<file path="src/hdl/smp_pkg.sv">
// shared types and codes of the startup message parser
`default_nettype none

package smp_pkg;

    // result kind
    localparam logic KIND_PAIR   = 1'b0;
    localparam logic KIND_STATUS = 1'b1;

    // final status codes
    localparam logic [2:0] ST_OK          = 3'd0;
    localparam logic [2:0] ST_BAD_VERSION = 3'd1;
    localparam logic [2:0] ST_NO_TERM     = 3'd2;
    localparam logic [2:0] ST_NAME_UNTERM = 3'd3;
    localparam logic [2:0] ST_VALUE_UNTERM = 3'd4;
    localparam logic [2:0] ST_TRAILING    = 3'd5;
    localparam logic [2:0] ST_NO_USER     = 3'd6;
    localparam logic [2:0] ST_BAD_LENGTH  = 3'd7;

    // version word after reset
    localparam logic [31:0] DEFAULT_VERSION = 32'h0003_0000;

    // depth of the event queue between front and back
    localparam int QUEUE_DEPTH = 4;

    // one classified event: a pair record, a status record or both
    typedef struct packed {
        logic        has_pair;
        logic        has_status;
        logic [11:0] name_off;
        logic [11:0] value_off;
        logic [11:0] pair_count;
        logic [2:0]  status;
    } t_evt;

endpackage

`default_nettype wire

</file>
<file path="src/hdl/smp_front.sv">
// byte parser: tracks the message phase and classifies each byte into events
`default_nettype none

module smp_front
    import smp_pkg::*;
#(
    parameter int MAX_MESSAGE_BYTES = 4096
) (
    input  wire logic        i_clk,
    input  wire logic        i_rst_n,
    input  wire logic        i_cfg_valid,
    input  wire logic [31:0] i_cfg_data,
    input  wire logic        i_accept,
    input  wire logic [7:0]  i_data_byte,
    input  wire logic        i_first,
    output t_evt             o_evt,
    output logic             o_evt_valid
);

    localparam int IDX_W = $clog2(MAX_MESSAGE_BYTES + 1);

    localparam logic [2:0] PH_IDLE       = 3'd0;
    localparam logic [2:0] PH_HEADER     = 3'd1;
    localparam logic [2:0] PH_NAME_START = 3'd2;
    localparam logic [2:0] PH_IN_NAME    = 3'd3;
    localparam logic [2:0] PH_IN_VALUE   = 3'd4;
    localparam logic [2:0] PH_DONE       = 3'd5;

    logic [31:0]      r_exp_ver;
    logic [2:0]       r_phase, n_phase;
    logic [IDX_W-1:0] r_idx, n_idx;
    logic [31:0]      r_len, n_len;
    logic [31:0]      r_ver, n_ver;
    logic [11:0]      r_pairs, n_pairs;
    logic [11:0]      r_name_st, n_name_st;
    logic [11:0]      r_value_st, n_value_st;

    logic [2:0]       cur_phase;
    logic [IDX_W-1:0] cur_idx, idx_inc;
    logic [31:0]      cur_len, cur_ver;
    logic [11:0]      cur_pairs, cur_name_st, cur_value_st;
    logic             at_end;

    // a first byte restarts the parse from a clean state
    assign cur_phase    = i_first ? PH_HEADER : r_phase;
    assign cur_idx      = i_first ? '0 : r_idx;
    assign cur_len      = i_first ? '0 : r_len;
    assign cur_ver      = i_first ? '0 : r_ver;
    assign cur_pairs    = i_first ? '0 : r_pairs;
    assign cur_name_st  = i_first ? '0 : r_name_st;
    assign cur_value_st = i_first ? '0 : r_value_st;

    assign idx_inc = cur_idx + IDX_W'(1);
    assign at_end  = ({{(32 - IDX_W){1'b0}}, idx_inc} == cur_len);

    // phase update and event classification
    always_comb begin
        n_phase     = cur_phase;
        n_idx       = cur_idx;
        n_len       = cur_len;
        n_ver       = cur_ver;
        n_pairs     = cur_pairs;
        n_name_st   = cur_name_st;
        n_value_st  = cur_value_st;
        o_evt_valid = 1'b0;
        o_evt       = '0;
        unique case (cur_phase)
            PH_IDLE, PH_DONE: begin
            end
            PH_HEADER: begin
                if (cur_idx < IDX_W'(4)) begin
                    n_len = {cur_len[23:0], i_data_byte};
                end else begin
                    n_ver = {cur_ver[23:0], i_data_byte};
                end
                n_idx = idx_inc;
                if (idx_inc == IDX_W'(8)) begin
                    priority if (n_ver != r_exp_ver) begin
                        o_evt_valid = 1'b1;
                        o_evt.status = ST_BAD_VERSION;
                    end else if (n_len < 32'd8 || n_len > 32'(MAX_MESSAGE_BYTES)) begin
                        o_evt_valid = 1'b1;
                        o_evt.status = ST_BAD_LENGTH;
                    end else if (n_len == 32'd8) begin
                        o_evt_valid = 1'b1;
                        o_evt.status = ST_NO_TERM;
                    end else begin
                        n_phase = PH_NAME_START;
                    end
                    o_evt.has_status = o_evt_valid;
                    if (o_evt_valid) begin
                        n_phase = PH_DONE;
                    end
                end
            end
            PH_NAME_START: begin
                n_idx = idx_inc;
                if (i_data_byte == 8'd0) begin
                    o_evt_valid = 1'b1;
                    if (!at_end) begin
                        o_evt.status = ST_TRAILING;
                    end else if (cur_pairs == 12'd0) begin
                        o_evt.status = ST_NO_USER;
                    end else begin
                        o_evt.status = ST_OK;
                    end
                end else begin
                    n_name_st = 12'(cur_idx);
                    n_phase   = PH_IN_NAME;
                    if (at_end) begin
                        o_evt_valid  = 1'b1;
                        o_evt.status = ST_NAME_UNTERM;
                    end
                end
                o_evt.has_status = o_evt_valid;
                if (o_evt_valid) begin
                    n_phase = PH_DONE;
                end
            end
            PH_IN_NAME: begin
                n_idx = idx_inc;
                if (i_data_byte == 8'd0) begin
                    n_value_st = 12'(idx_inc);
                    n_phase    = PH_IN_VALUE;
                    if (at_end) begin
                        o_evt_valid  = 1'b1;
                        o_evt.status = ST_VALUE_UNTERM;
                    end
                end else if (at_end) begin
                    o_evt_valid  = 1'b1;
                    o_evt.status = ST_NAME_UNTERM;
                end
                o_evt.has_status = o_evt_valid;
                if (o_evt_valid) begin
                    n_phase = PH_DONE;
                end
            end
            PH_IN_VALUE: begin
                n_idx = idx_inc;
                if (i_data_byte == 8'd0) begin
                    // pair done, and a status too if the message ends here
                    n_pairs          = cur_pairs + 12'd1;
                    o_evt_valid      = 1'b1;
                    o_evt.has_pair   = 1'b1;
                    o_evt.has_status = at_end;
                    o_evt.status     = ST_NO_TERM;
                    n_phase          = at_end ? PH_DONE : PH_NAME_START;
                end else if (at_end) begin
                    o_evt_valid      = 1'b1;
                    o_evt.has_status = 1'b1;
                    o_evt.status     = ST_VALUE_UNTERM;
                    n_phase          = PH_DONE;
                end
            end
            default: begin
                n_phase = PH_DONE;
            end
        endcase
        o_evt.name_off   = cur_name_st;
        o_evt.value_off  = cur_value_st;
        o_evt.pair_count = n_pairs;
        o_evt_valid      = o_evt_valid & i_accept;
    end

    // control state
    always_ff @(posedge i_clk) begin
        if (!i_rst_n) begin
            r_exp_ver  <= DEFAULT_VERSION;
            r_phase    <= PH_IDLE;
            r_idx      <= '0;
            r_len      <= '0;
            r_ver      <= '0;
            r_pairs    <= '0;
            r_name_st  <= '0;
            r_value_st <= '0;
        end else begin
            if (i_cfg_valid) begin
                r_exp_ver <= i_cfg_data;
            end
            if (i_accept) begin
                r_phase    <= n_phase;
                r_idx      <= n_idx;
                r_len      <= n_len;
                r_ver      <= n_ver;
                r_pairs    <= n_pairs;
                r_name_st  <= n_name_st;
                r_value_st <= n_value_st;
            end
        end
    end

endmodule

`default_nettype wire

</file>
<file path="src/hdl/smp_queue.sv">
// short event queue between the parser and the result side
`default_nettype none

module smp_queue
    import smp_pkg::*;
(
    input  wire logic i_clk,
    input  wire logic i_rst_n,
    input  wire logic i_wr,
    input  wire t_evt i_evt,
    output logic      o_full,
    input  wire logic i_rd,
    output t_evt      o_evt,
    output logic      o_empty
);

    localparam int PTR_W = $clog2(QUEUE_DEPTH);

    t_evt             r_mem [QUEUE_DEPTH];
    logic [PTR_W-1:0] r_wr_ptr;
    logic [PTR_W-1:0] r_rd_ptr;
    logic [PTR_W:0]   r_count;
    logic             do_wr;
    logic             do_rd;

    assign o_full  = (r_count == (PTR_W + 1)'(QUEUE_DEPTH));
    assign o_empty = (r_count == '0);
    assign o_evt   = r_mem[r_rd_ptr];
    assign do_wr   = i_wr && !o_full;
    assign do_rd   = i_rd && !o_empty;

    // storage
    always_ff @(posedge i_clk) begin
        if (do_wr) begin
            r_mem[r_wr_ptr] <= i_evt;
        end
    end

    // pointers and fill count
    always_ff @(posedge i_clk) begin
        if (!i_rst_n) begin
            r_wr_ptr <= '0;
            r_rd_ptr <= '0;
            r_count  <= '0;
        end else begin
            if (do_wr) begin
                r_wr_ptr <= r_wr_ptr + PTR_W'(1);
            end
            if (do_rd) begin
                r_rd_ptr <= r_rd_ptr + PTR_W'(1);
            end
            if (do_wr && !do_rd) begin
                r_count <= r_count + (PTR_W + 1)'(1);
            end else if (do_rd && !do_wr) begin
                r_count <= r_count - (PTR_W + 1)'(1);
            end
        end
    end

    a_count_bound: assert property (@(posedge i_clk) disable iff (!i_rst_n)
        r_count <= (PTR_W + 1)'(QUEUE_DEPTH))
        else $error("event queue count beyond depth");

    a_count_step: assert property (@(posedge i_clk) disable iff (!i_rst_n)
        (do_wr && !do_rd) |=> (r_count == $past(r_count) + (PTR_W + 1)'(1)))
        else $error("event queue count did not follow a write");

endmodule

`default_nettype wire

</file>
<file path="src/hdl/smp_back.sv">
// result side: turns queued events into result words in an output register
`default_nettype none

module smp_back
    import smp_pkg::*;
(
    input  wire logic        i_clk,
    input  wire logic        i_rst_n,
    input  wire t_evt        i_evt,
    input  wire logic        i_evt_empty,
    output logic             o_evt_rd,
    input  wire logic        i_pop,
    output logic             o_empty,
    output logic             o_kind,
    output logic [11:0]      o_name_offset,
    output logic [11:0]      o_value_offset,
    output logic [2:0]       o_status,
    output logic [11:0]      o_pair_count,
    output logic             o_last
);

    logic        r_valid;
    logic        r_pend;
    logic [2:0]  r_pend_status;
    logic [11:0] r_pend_count;
    logic        r_kind;
    logic [11:0] r_name_off;
    logic [11:0] r_value_off;
    logic [2:0]  r_status;
    logic [11:0] r_count;
    logic        r_last;
    logic        load;

    // output register is free or its word is taken this cycle
    assign load     = !r_valid || i_pop;
    assign o_evt_rd = load && !r_pend && !i_evt_empty;

    assign o_empty        = !r_valid;
    assign o_kind         = r_kind;
    assign o_name_offset  = r_name_off;
    assign o_value_offset = r_value_off;
    assign o_status       = r_status;
    assign o_pair_count   = r_count;
    assign o_last         = r_last;

    // control: word valid and a status waiting behind a pair word
    always_ff @(posedge i_clk) begin
        if (!i_rst_n) begin
            r_valid <= 1'b0;
            r_pend  <= 1'b0;
        end else if (load) begin
            if (r_pend) begin
                r_valid <= 1'b1;
                r_pend  <= 1'b0;
            end else begin
                r_valid <= !i_evt_empty;
                r_pend  <= !i_evt_empty && i_evt.has_pair && i_evt.has_status;
            end
        end
    end

    // result word payload
    always_ff @(posedge i_clk) begin
        if (load) begin
            if (r_pend) begin
                r_kind      <= KIND_STATUS;
                r_name_off  <= '0;
                r_value_off <= '0;
                r_status    <= r_pend_status;
                r_count     <= r_pend_count;
                r_last      <= 1'b1;
            end else if (i_evt.has_pair) begin
                r_kind        <= KIND_PAIR;
                r_name_off    <= i_evt.name_off;
                r_value_off   <= i_evt.value_off;
                r_status      <= ST_OK;
                r_count       <= i_evt.pair_count;
                r_last        <= !i_evt.has_status;
                r_pend_status <= i_evt.status;
                r_pend_count  <= i_evt.pair_count;
            end else begin
                r_kind      <= KIND_STATUS;
                r_name_off  <= '0;
                r_value_off <= '0;
                r_status    <= i_evt.status;
                r_count     <= i_evt.pair_count;
                r_last      <= 1'b1;
            end
        end
    end

    a_pend_behind_pair: assert property (@(posedge i_clk) disable iff (!i_rst_n)
        r_pend |-> (r_valid && r_kind == KIND_PAIR && !r_last))
        else $error("pending status without a pair word in front");

    a_status_is_last: assert property (@(posedge i_clk) disable iff (!i_rst_n)
        (r_valid && r_kind == KIND_STATUS) |-> r_last)
        else $error("status word not marked last");

endmodule

`default_nettype wire

</file>
<file path="src/hdl/startup_message_parser.sv">
// top level of the startup message parser
//
// Bytes of a startup message enter through a queue-style port: a byte is
// taken at a clock edge with push high and full low; first marks the first
// length byte of a new message. Results leave the same way: the oldest word
// sits on the result ports while empty is low and is taken when pop is high.
// Each completed name/value pair gives a pair word; a message not cut off
// by a new first ends with one status word (last high) carrying the outcome
// and pair count. The always-ready cfg channel writes the expected version.
//
// One byte per cycle sustained while full is low. A result passes from its
// byte through the event queue into the output register; a pair closing
// the message gives two words, the pair word and then its status word.
// When pop is held low the parser keeps taking bytes until the four-entry
// event queue fills, then full rises until words are drained.
// Reset clears the parse state and all queued results, and sets the
// expected version to 0x00030000.
`default_nettype none

module startup_message_parser
    import smp_pkg::*;
#(
    parameter int MAX_MESSAGE_BYTES = 4096
) (
    input  wire logic        i_clk,
    input  wire logic        i_rst_n,
    input  wire logic        i_cfg_valid,
    output logic             o_cfg_ready,
    input  wire logic [31:0] i_cfg_data,
    input  wire logic        push,
    output logic             full,
    input  wire logic [7:0]  i_data_byte,
    input  wire logic        i_first,
    output logic             empty,
    input  wire logic        pop,
    output logic             o_kind,
    output logic [11:0]      o_name_offset,
    output logic [11:0]      o_value_offset,
    output logic [2:0]       o_status,
    output logic [11:0]      o_pair_count,
    output logic             o_last
);

    logic accept;
    t_evt front_evt;
    logic front_evt_valid;
    t_evt queue_evt;
    logic queue_empty;
    logic queue_rd;

    assign o_cfg_ready = 1'b1;
    assign accept      = push && !full;

    // parser front
    smp_front #(
        .MAX_MESSAGE_BYTES (MAX_MESSAGE_BYTES)
    ) u_front (
        .i_clk       (i_clk),
        .i_rst_n     (i_rst_n),
        .i_cfg_valid (i_cfg_valid),
        .i_cfg_data  (i_cfg_data),
        .i_accept    (accept),
        .i_data_byte (i_data_byte),
        .i_first     (i_first),
        .o_evt       (front_evt),
        .o_evt_valid (front_evt_valid)
    );

    // event queue
    smp_queue u_queue (
        .i_clk   (i_clk),
        .i_rst_n (i_rst_n),
        .i_wr    (front_evt_valid),
        .i_evt   (front_evt),
        .o_full  (full),
        .i_rd    (queue_rd),
        .o_evt   (queue_evt),
        .o_empty (queue_empty)
    );

    // result side
    smp_back u_back (
        .i_clk          (i_clk),
        .i_rst_n        (i_rst_n),
        .i_evt          (queue_evt),
        .i_evt_empty    (queue_empty),
        .o_evt_rd       (queue_rd),
        .i_pop          (pop),
        .o_empty        (empty),
        .o_kind         (o_kind),
        .o_name_offset  (o_name_offset),
        .o_value_offset (o_value_offset),
        .o_status       (o_status),
        .o_pair_count   (o_pair_count),
        .o_last         (o_last)
    );

endmodule

`default_nettype wire

</file>
<file path="config.mk">
export PLATFORM = sky130hd
export DESIGN_NAME = startup_message_parser
export DESIGN_NICKNAME = d
export VERILOG_FILES = /design/src/hdl/smp_pkg.sv /design/src/hdl/smp_front.sv /design/src/hdl/smp_queue.sv /design/src/hdl/smp_back.sv /design/src/hdl/startup_message_parser.sv
export SDC_FILE = /design/constraint.sdc
export NUM_CORES = 1
export LEC_CHECK = 0
export ABC_AREA = 1
export BUFFER_PORTS_ARGS = -buffer_cell sky130_fd_sc_hd__clkbuf_2
export CAP_MARGIN = 20
export CORE_ASPECT_RATIO = 0.8
export CORE_UTILIZATION = 40
export DETAILED_ROUTE_END_ITERATION = 16
export GPL_TIMING_DRIVEN = 0
export PLACE_DENSITY_LB_ADDON = 0.25
export SYNTH_ARGS = -nofsm -noshare
export SYNTH_HDL_FRONTEND = slang
export SYNTH_HIERARCHICAL = 1
export SYNTH_SLANG_ARGS = --single-unit
</file>
<file path="constraint.sdc">
create_clock -name i_clk -period 10.55 [get_ports i_clk]
set_clock_uncertainty 0.05 [all_clocks]
set_input_delay 2.11 -clock i_clk [delete_from_list [all_inputs] [get_ports i_clk]]
set_output_delay 2.11 -clock i_clk [all_outputs]
set_load 0.01 [all_outputs]
</file>
==> key figures, run 1 <==
Outcome
  • Status: completed

Cells and area
  • Layout cells sized above 1: 0.101
  • NumNets Final: 2460
  • P&R area growth vs syn: 14.8%

Die
  • IO Pins: 90
  • Initial Util: 0.409
  • Die H: 194 µm
  • Die area: 46800 µm²
  • Die boundary width: 242 µm
  • Rows: 69
  • Area of the core: 44900 µm²

Synth
  • Async set or reset register ratio after synthesis: 0
  • Most common cell in the netlist: nand2_1
  • Avg Inst Size Synth: 8.11 µm²
  • Number of synthesized register bits: 379
  • Post-Syn Instances: 2265
  • Synth area leaders: edfxtp_1 (36%), dfxtp_1 (17%), nand2_1 (12%), a21oi_1 (5.4%), nor2_1 (5.3%)
  • Post-synth top area share: 0.360
  • Most instantiated cells after synthesis: nand2_1 (572), nor2_1 (258), edfxtp_1 (220), inv_1 (217), a21oi_1 (198)
  • Post-synth EDFFs: 220
  • Top cell type by total area after synthesis: edfxtp_1
  • Ys Warns: 6
  • Seq/Total Area, Yosys: 0.533
  • Ys flop type: edfxtp_1
  • Post-Syn Nets: 2325
  • Netlist cell types: 38
  • Syn Std Cell Area: 18400 µm²

Clocking
  • H-Tree Depth: 2
  • CTS Hold Bufs: 0
  • Worst skew pair latency: 580 ps
  • CTS buffer count: 40
  • CTS root buf: clkbuf_16
  • Longest Clk Path Bufs: 3
  • Clk sinks: 379
  • CTS clk-pin slew, worst paths: 60 ps
  • Post-CTS setup buffers: 0
  • PostCTS Resize Cnt: 0
  • CTS tree: built

Setup path
  • Crit path from: i_first
  • Worst Path Required: 10750 ps
  • Crit path launch type: input port
  • Max stage delay cell, worst path: nor2_4
  • Setup crit end kind: flop
  • Buf/Inv on CP: 8
  • Critical path peak fanout: 21
  • Family with the most delay on the worst path: simple AND/OR/NAND/NOR gates
  • CP max stage delay: 630 ps
  • Setup Crit Path Kind: input port to flop
  • Most frequent CP cell: nand2_1
  • Arrival time worst endpoint: 8430 ps
  • RR Startpoint: u_front/r_idx[0]$_SDFFE_PN0P_

Global route
  • First-pass GRT wire length: 88100 µm
  • Initial antenna violation count: 0
  • Grt total ovfl: 0
  • Number of global-route vias before repair: 15.3k
  • GRT Util Overall: 0.242
  • Largest net degree at the start of global routing: 28

STA
  • Crit share post-route: 0.780
  • Final worst path period need: 8230 ps
  • TNS Setup: 0 ps
  • Setup violators final: 0
  • Setup ws final: 2320 ps
  • Fmax: 121 MHz
  • Final Hold Viols: 0
  • Relative slew slack: 0.393
  • RSZ-0062 raised after global routing: no
  • Max Slew Vio Count: 0
  • Slew @ Worst Pin: 911 ps

Route
  • Post-route DRC: 0
  • Via/cell ratio: 5.35
  • Vias: 16.2k
  • Total wire length: 57100 µm
  • Router iterations before antenna repair: 6
  • DRT iter0 DRCs: 1917
  • Post-route ant nets: 0
  • DR WL/cell: 18.8 µm

Placement
  • Final weighted congestion in routability-driven placement: 1.01
  • Post-DP HPWL: 41100 µm
  • Worst slack at placement: 1830 ps
  • PortBufs: 88

Power and ir drop
  • VDD IR max: 0.000101 V
  • Final Power: 0.00363 W
  • Power Density: 172 nW/µm²
  • Leak pwr: 8.98 nW

Run
  • Maxcap violations: 0

Min path
  • Hold Path Class: flop to flop
  • Hold path startpoint: u_front/r_len[16]$_SDFFE_PN0P_
## where the power goes
group          internal (W)  switching, W
Combinational      0.000150      0.000365
Sequential          0.00159     0.0000232
Clock              0.000888      0.000613
## layout by cell type, fill, tap and decap left out, drive strengths merged, types with 2 or more instances in the layout
cell type  count
nand2        575
nor2         274
inv          229
edfxtp       220
o21ai        205
clkbuf       200
a21oi        198
dfxtp        159
nand3        110
buf           68
o22ai         41
o211ai        27
nand4         24
nand3b        19
nor3          14
xor2          13
ha            13
clkinv        12
bufinv         6
a211oi         4
clkinvlp       3
xnor2          3
a221oi         3
a31oi          2
or2            2
nor4           2
## kinds of logic after synthesis
kind of cell	count (synthesis)	share of synthesized area
simple gates	1021	0.229
compound gates	482	0.139
flops	379	0.533
buf+inv	352	0.0812
xor+xnor	16	0.00763
fa+ha+maj	14	0.00994
other cells	1	0.000204
## worst min-delay path, cell delays in order (launching register included)
cell and delay (ps):
dfxtp_1 300, nand2_1 60, a21oi_1 60
## state kept, by name, indices dropped and copies added, names as in the netlist, 2 cells and up, named ones only
signal,cells
u_front/r_ver,32
u_back/r_pend_status,3
u_front/r_name_st,12
u_front/r_pairs,12
u_back/o_value_offset,12
u_back/o_pair_count,12
u_back/r_pend_count,12
u_front/r_phase,3
u_front/r_len,32
u_front/r_exp_ver,32
u_queue/r_mem,164
u_queue/r_wr_ptr,2
u_back/o_status,3
u_front/r_idx,13
u_queue/r_rd_ptr,2
u_queue/r_count,3
u_back/o_name_offset,12
u_front/r_value_st,12
## layer usage
| layer | vias up | global-route usage | wire length (µm) |
|---|---|---|---|
| li1 | 7810 | - | - |
| met3 | 78 | 0.0500 | 5200 |
| met2 | 660 | 0.362 | 24400 |
| met4 | 0 | 0.0675 | 1130 |
| met1 | 7694 | 0.352 | 26400 |
| met5 | - | 0 | 0 |
## area by class of cell
class / count / area [µm²]
Clock inverter: 23 / 299
Multi-Input combinational cell: 1534 / 7120
Tap cell: 603 / 754
Timing Repair Buffer: 93 / 548
Buffer: 125 / 637
Fill cell: 4371 / 23800
Sequential cell: 379 / 9790
Clock buffer: 50 / 1090
Antenna cell: 1 / 2.50
Inverter: 227 / 855
## stage by stage
step                utilization  hold WS, ps  std cells  cell area [µm²]
floorplan                     -          391       2265            18400
finish                    0.470          414       3035            21100
global route              0.470          425       3034            21100
CTS                       0.470          415       3034            21100
detailed placement        0.439          405       2961            19700
global placement          0.436          401       2956            19600
## final timing paths
path                                    endpoint  slack (ps)  cells after the start
setup / recovery  u_queue/r_mem[3][10]$_DFFE_PP_        2320                     26
hold / removal    u_front/r_len[16]$_SDFFE_PN0P_         410                      2
setup reg to reg  u_queue/r_mem[3][10]$_DFFE_PP_        4860                     20
hold reg to reg   u_front/r_len[16]$_SDFFE_PN0P_         410                      2
Note: power is estimated with default switching activity, not from simulation.
==> run 2, diff against run 1 <==
- ABC_AREA: 1 -> 0
- clock period: 10.55 -> 7.2 ns (I/O delays scaled with it)
==> run 2 against run 1 <==
Against the previous run: combinational power down 55%; design area down 5.0%; non-clock buffer count down 28; wire length down 21%; global-route usage down 4.0 points; count of clock-buffer cells in the layout up 7; area after synthesis down 5.3%; total power up 28%; largest cell class unchanged; synthesized cell count down 37%.
==> key figures, run 2 <==
Synth
  • Number of synthesized register bits: 379 (unchanged)
  • Ys flop type: edfxtp_1
  • Top cell type by total area after synthesis: edfxtp_1
  • Most instantiated cells after synthesis: edfxtp_1 (220), nor2b_1 (163), dfxtp_1 (159), a22oi_1 (78), clkbuf_1 (67)
  • Async set or reset register ratio after synthesis: 0 (unchanged)
  • Post-Syn Nets: 1492 (-36%)
  • Netlist cell types: 87 (+130%)
  • Seq/Total Area, Yosys: 0.562 (+0.0295)
  • Syn Std Cell Area: 17400 µm² (-5.3%)
  • Synth area leaders: edfxtp_1 (38%), dfxtp_1 (18%), nor2b_1 (5.9%), mux4_2 (5.2%), a22oi_1 (3.4%)
  • Post-synth EDFFs: 220 (unchanged)
  • Most common cell in the netlist: edfxtp_1
  • Post-synth top area share: 0.380 (+0.0199)
  • Ys Warns: 6 (unchanged)
  • Post-Syn Instances: 1432 (-37%)
  • Avg Inst Size Synth: 12.2 µm² (+50%)

Clocking
  • Clk sinks: 379 (unchanged)
  • Worst skew pair latency: 560 ps (-20 ps)
  • Longest Clk Path Bufs: 3 (unchanged)
  • H-Tree Depth: 2 (unchanged)
  • CTS Hold Bufs: 0 (unchanged)
  • CTS clk-pin slew, worst paths: 60 ps (about the same)
  • CTS buffer count: 40 (unchanged)
  • CTS tree: built
  • CTS root buf: clkbuf_16

Setup path
  • Setup crit end kind: flop
  • Arrival time worst endpoint: 7370 ps (-1060 ps)
  • Setup Crit Path Kind: input port to flop
  • Critical path peak fanout: 19 (-9.5%)
  • Crit path launch type: input port
  • Worst Path Required: 7620 ps (-3130 ps)

Cells and area
  • Largest Register: u_queue/r_mem
  • Layout cells sized above 1: 0.171 (+0.0702)
  • Commonest non-fill, non-tap cell in the layout: edfxtp_1
  • Most frequent cells in the layout: edfxtp_1 (220), nor2b_1 (163), dfxtp_1 (159)
  • Util after Layout: 0.472 (+0.00240)
  • P&R area growth vs syn: 15.1%
  • Max reg flops: 164 (unchanged)
  • Design area: 20000 µm² (-5.0%)
  • NumNets Final: 1627 (-34%)

STA
  • Final hold slack: 459 ps (+45.0 ps)
  • Fmax: 144 MHz
  • Final worst path period need: 6950 ps
  • TNS Setup: 0 ps (unchanged)
  • Slew @ Worst Pin: 1120 ps (+212 ps)
  • Setup violators final: 0 (unchanged)
  • Crit share post-route: 0.965
  • Final Hold Viols: 0 (unchanged)
  • Max Slew Vio Count: 0 (unchanged)
  • RSZ-0062 raised after global routing: no
  • Relative slew slack: 0.248 (-0.145)

Placement
  • Placed Area: 18600 µm² (-5.5%)
  • Final weighted congestion in routability-driven placement: 0.941 (-6.7%)
  • Post-DP HPWL: 31800 µm (-23%)
  • PortBufs: 86 (-2.3%)

Die
  • Die H: 189 µm (-2.6%)
  • IO Pins: 90 (unchanged)
  • Die boundary width: 235 µm (-2.6%)
  • Die area: 44400 µm² (-5.2%)
  • Rows: 67 (-2.9%)
  • Initial Util: 0.410 (+0.00113)
  • Area of the core: 42400 µm² (-5.5%)

Global route
  • Number of global-route vias before repair: 11.7k (-24%)
  • First-pass GRT wire length: 69300 µm (-21%)
  • Initial antenna violation count: 0 (unchanged)
  • Largest net degree at the start of global routing: 42 (+50%)
  • Grt total ovfl: 0 (unchanged)
  • GRT Util Overall: 0.202 (-0.0397)

Power and ir drop
  • VDD IR max: 0.000214 V (+110%)
  • Leak pwr: 6.82 nW (-24%)
  • Power Density: 232 nW/µm² (+35%)

Outcome
  • Status: completed

Route
  • Router iterations before antenna repair: 8 (+2)
  • Total wire length: 44800 µm (-21%)
  • Post-route DRC: 0 (unchanged)
  • Post-route ant nets: 0 (unchanged)
  • DRT iter0 DRCs: 1339 (-30%)
  • Via/cell ratio: 5.59 (+4.5%)
  • DR WL/cell: 20.9 µm (+11%)
  • Vias: 12.0k (-26%)

Min path
  • Hold Path Class: flop to flop

Run
  • Maxcap violations: 0 (unchanged)
run 2: cell count changes after synthesis, sizes merged, moves of 77 or more:
| cell | change |
|---|---|
| a22oi | +77 |
| nor2b | +165 |
| o21ai | -166 |
| a21oi | -152 |
| nand2 | -516 |
| nand3 | -91 |
| inv | -193 |
| nor2 | -218 |
run 2: what timing repair did:
item | 4_1_cts | 5_1_grt
endpoints found under the setup margin | 188 | 113
gates resized for setup | 12 | 5
gates cloned | 0 | 0
pin swaps | 3 | 1
buffers inserted | 2 | 2
run 2: cell families (layout without fill, tap and decap cells):
family                   Yosys count  in the layout  share of synthesized area
AO/OA/AOI/OAI                    264            264                      0.106
XOR/XNOR                          45             45                     0.0242
adder cells (fa/ha/maj)           14             14                     0.0105
buffers and inverters            133            298                     0.0374
flip-flops                       379            379                      0.562
multiplexers                     114            114                     0.0965
other                              1              2                   0.000215
AND/OR/NAND/NOR                  482            482                      0.163
run 2: report_power, final:
| part | internal, W | switching (W) | total (W) |
|---|---|---|---|
| Clock | 0.00124 | 0.000853 | 0.00210 |
| Sequential | 0.00229 | 0.0000266 | 0.00232 |
| Combinational | 0.0000895 | 0.000144 | 0.000234 |
run 2: area by class of cell:
class	count	area (µm²)
inverters	36	135
repair buffers	96	559
fillers	3854	22400
clock inverters	15	204
clock buffers	57	1130
flip-flops and latches	379	9790
plain buffers	94	518
well taps	552	691
diodes	1	2.50
multi-input cells	920	7010
run 2: worst max-delay path: stages:
cell       delay, ps
clkbuf_2         210
clkbuf_4         300
clkbuf_4         280
buf_2            280
clkbuf_2         280
buf_4            280
nor2b_1          220
ha_2             330
nand4b_1         120
buf_4            190
nor4_4           390
xnor2_1          160
and4b_1          220
o2111ai_1        220
o21bai_1         330
a41o_1           310
a21oi_1          140
nor2b_1          230
buf_6            160
ha_1             180
inv_1             60
fa_1             370
xor2_1           150
or3_1            300
a21boi_0         170
run 2: per-stage QoR:
stage | worst slack, ps | instances | total power, W
3_3_place_gp | -3910 | 2070 | 0.00259
5_1_grt | 25.9 | 2149 | 0.00479
6_report | 248 | 2150 | 0.00465
4_1_cts | 25.1 | 2147 | 0.00469
3_5_place_dp | -3000 | 2075 | 0.00259
2_1_floorplan | 56.1 | 1432 | 0.00250
run 2: worst paths after layout:
kind / start / to / slack [ps] / cells after the start
worst max-delay path: i_first / u_queue/r_count[2]$_SDFFE_PN0P_ / 250 / 25
worst min-delay path: u_queue/r_wr_ptr[0]$_SDFFE_PN0P_ / u_queue/r_wr_ptr[0]$_SDFFE_PN0P_ / 460 / 2
worst max register to register: u_front/r_idx[4]$_SDFFE_PN0P_ / u_queue/r_count[2]$_SDFFE_PN0P_ / 1800 / 18
worst min register to register: u_queue/r_wr_ptr[0]$_SDFFE_PN0P_ / u_queue/r_wr_ptr[0]$_SDFFE_PN0P_ / 460 / 2
run 2: metal layers:
| layer | vias up | track usage | share of wire |
|---|---|---|---|
| li1 | 5636 | - | - |
| met1 | 5902 | 0.302 | 0.48 |
| met2 | 430 | 0.302 | 0.43 |
| met3 | 60 | 0.0369 | 0.072 |
| met4 | 0 | 0.0505 | 0.018 |
| met5 | - | 0 | 0 |
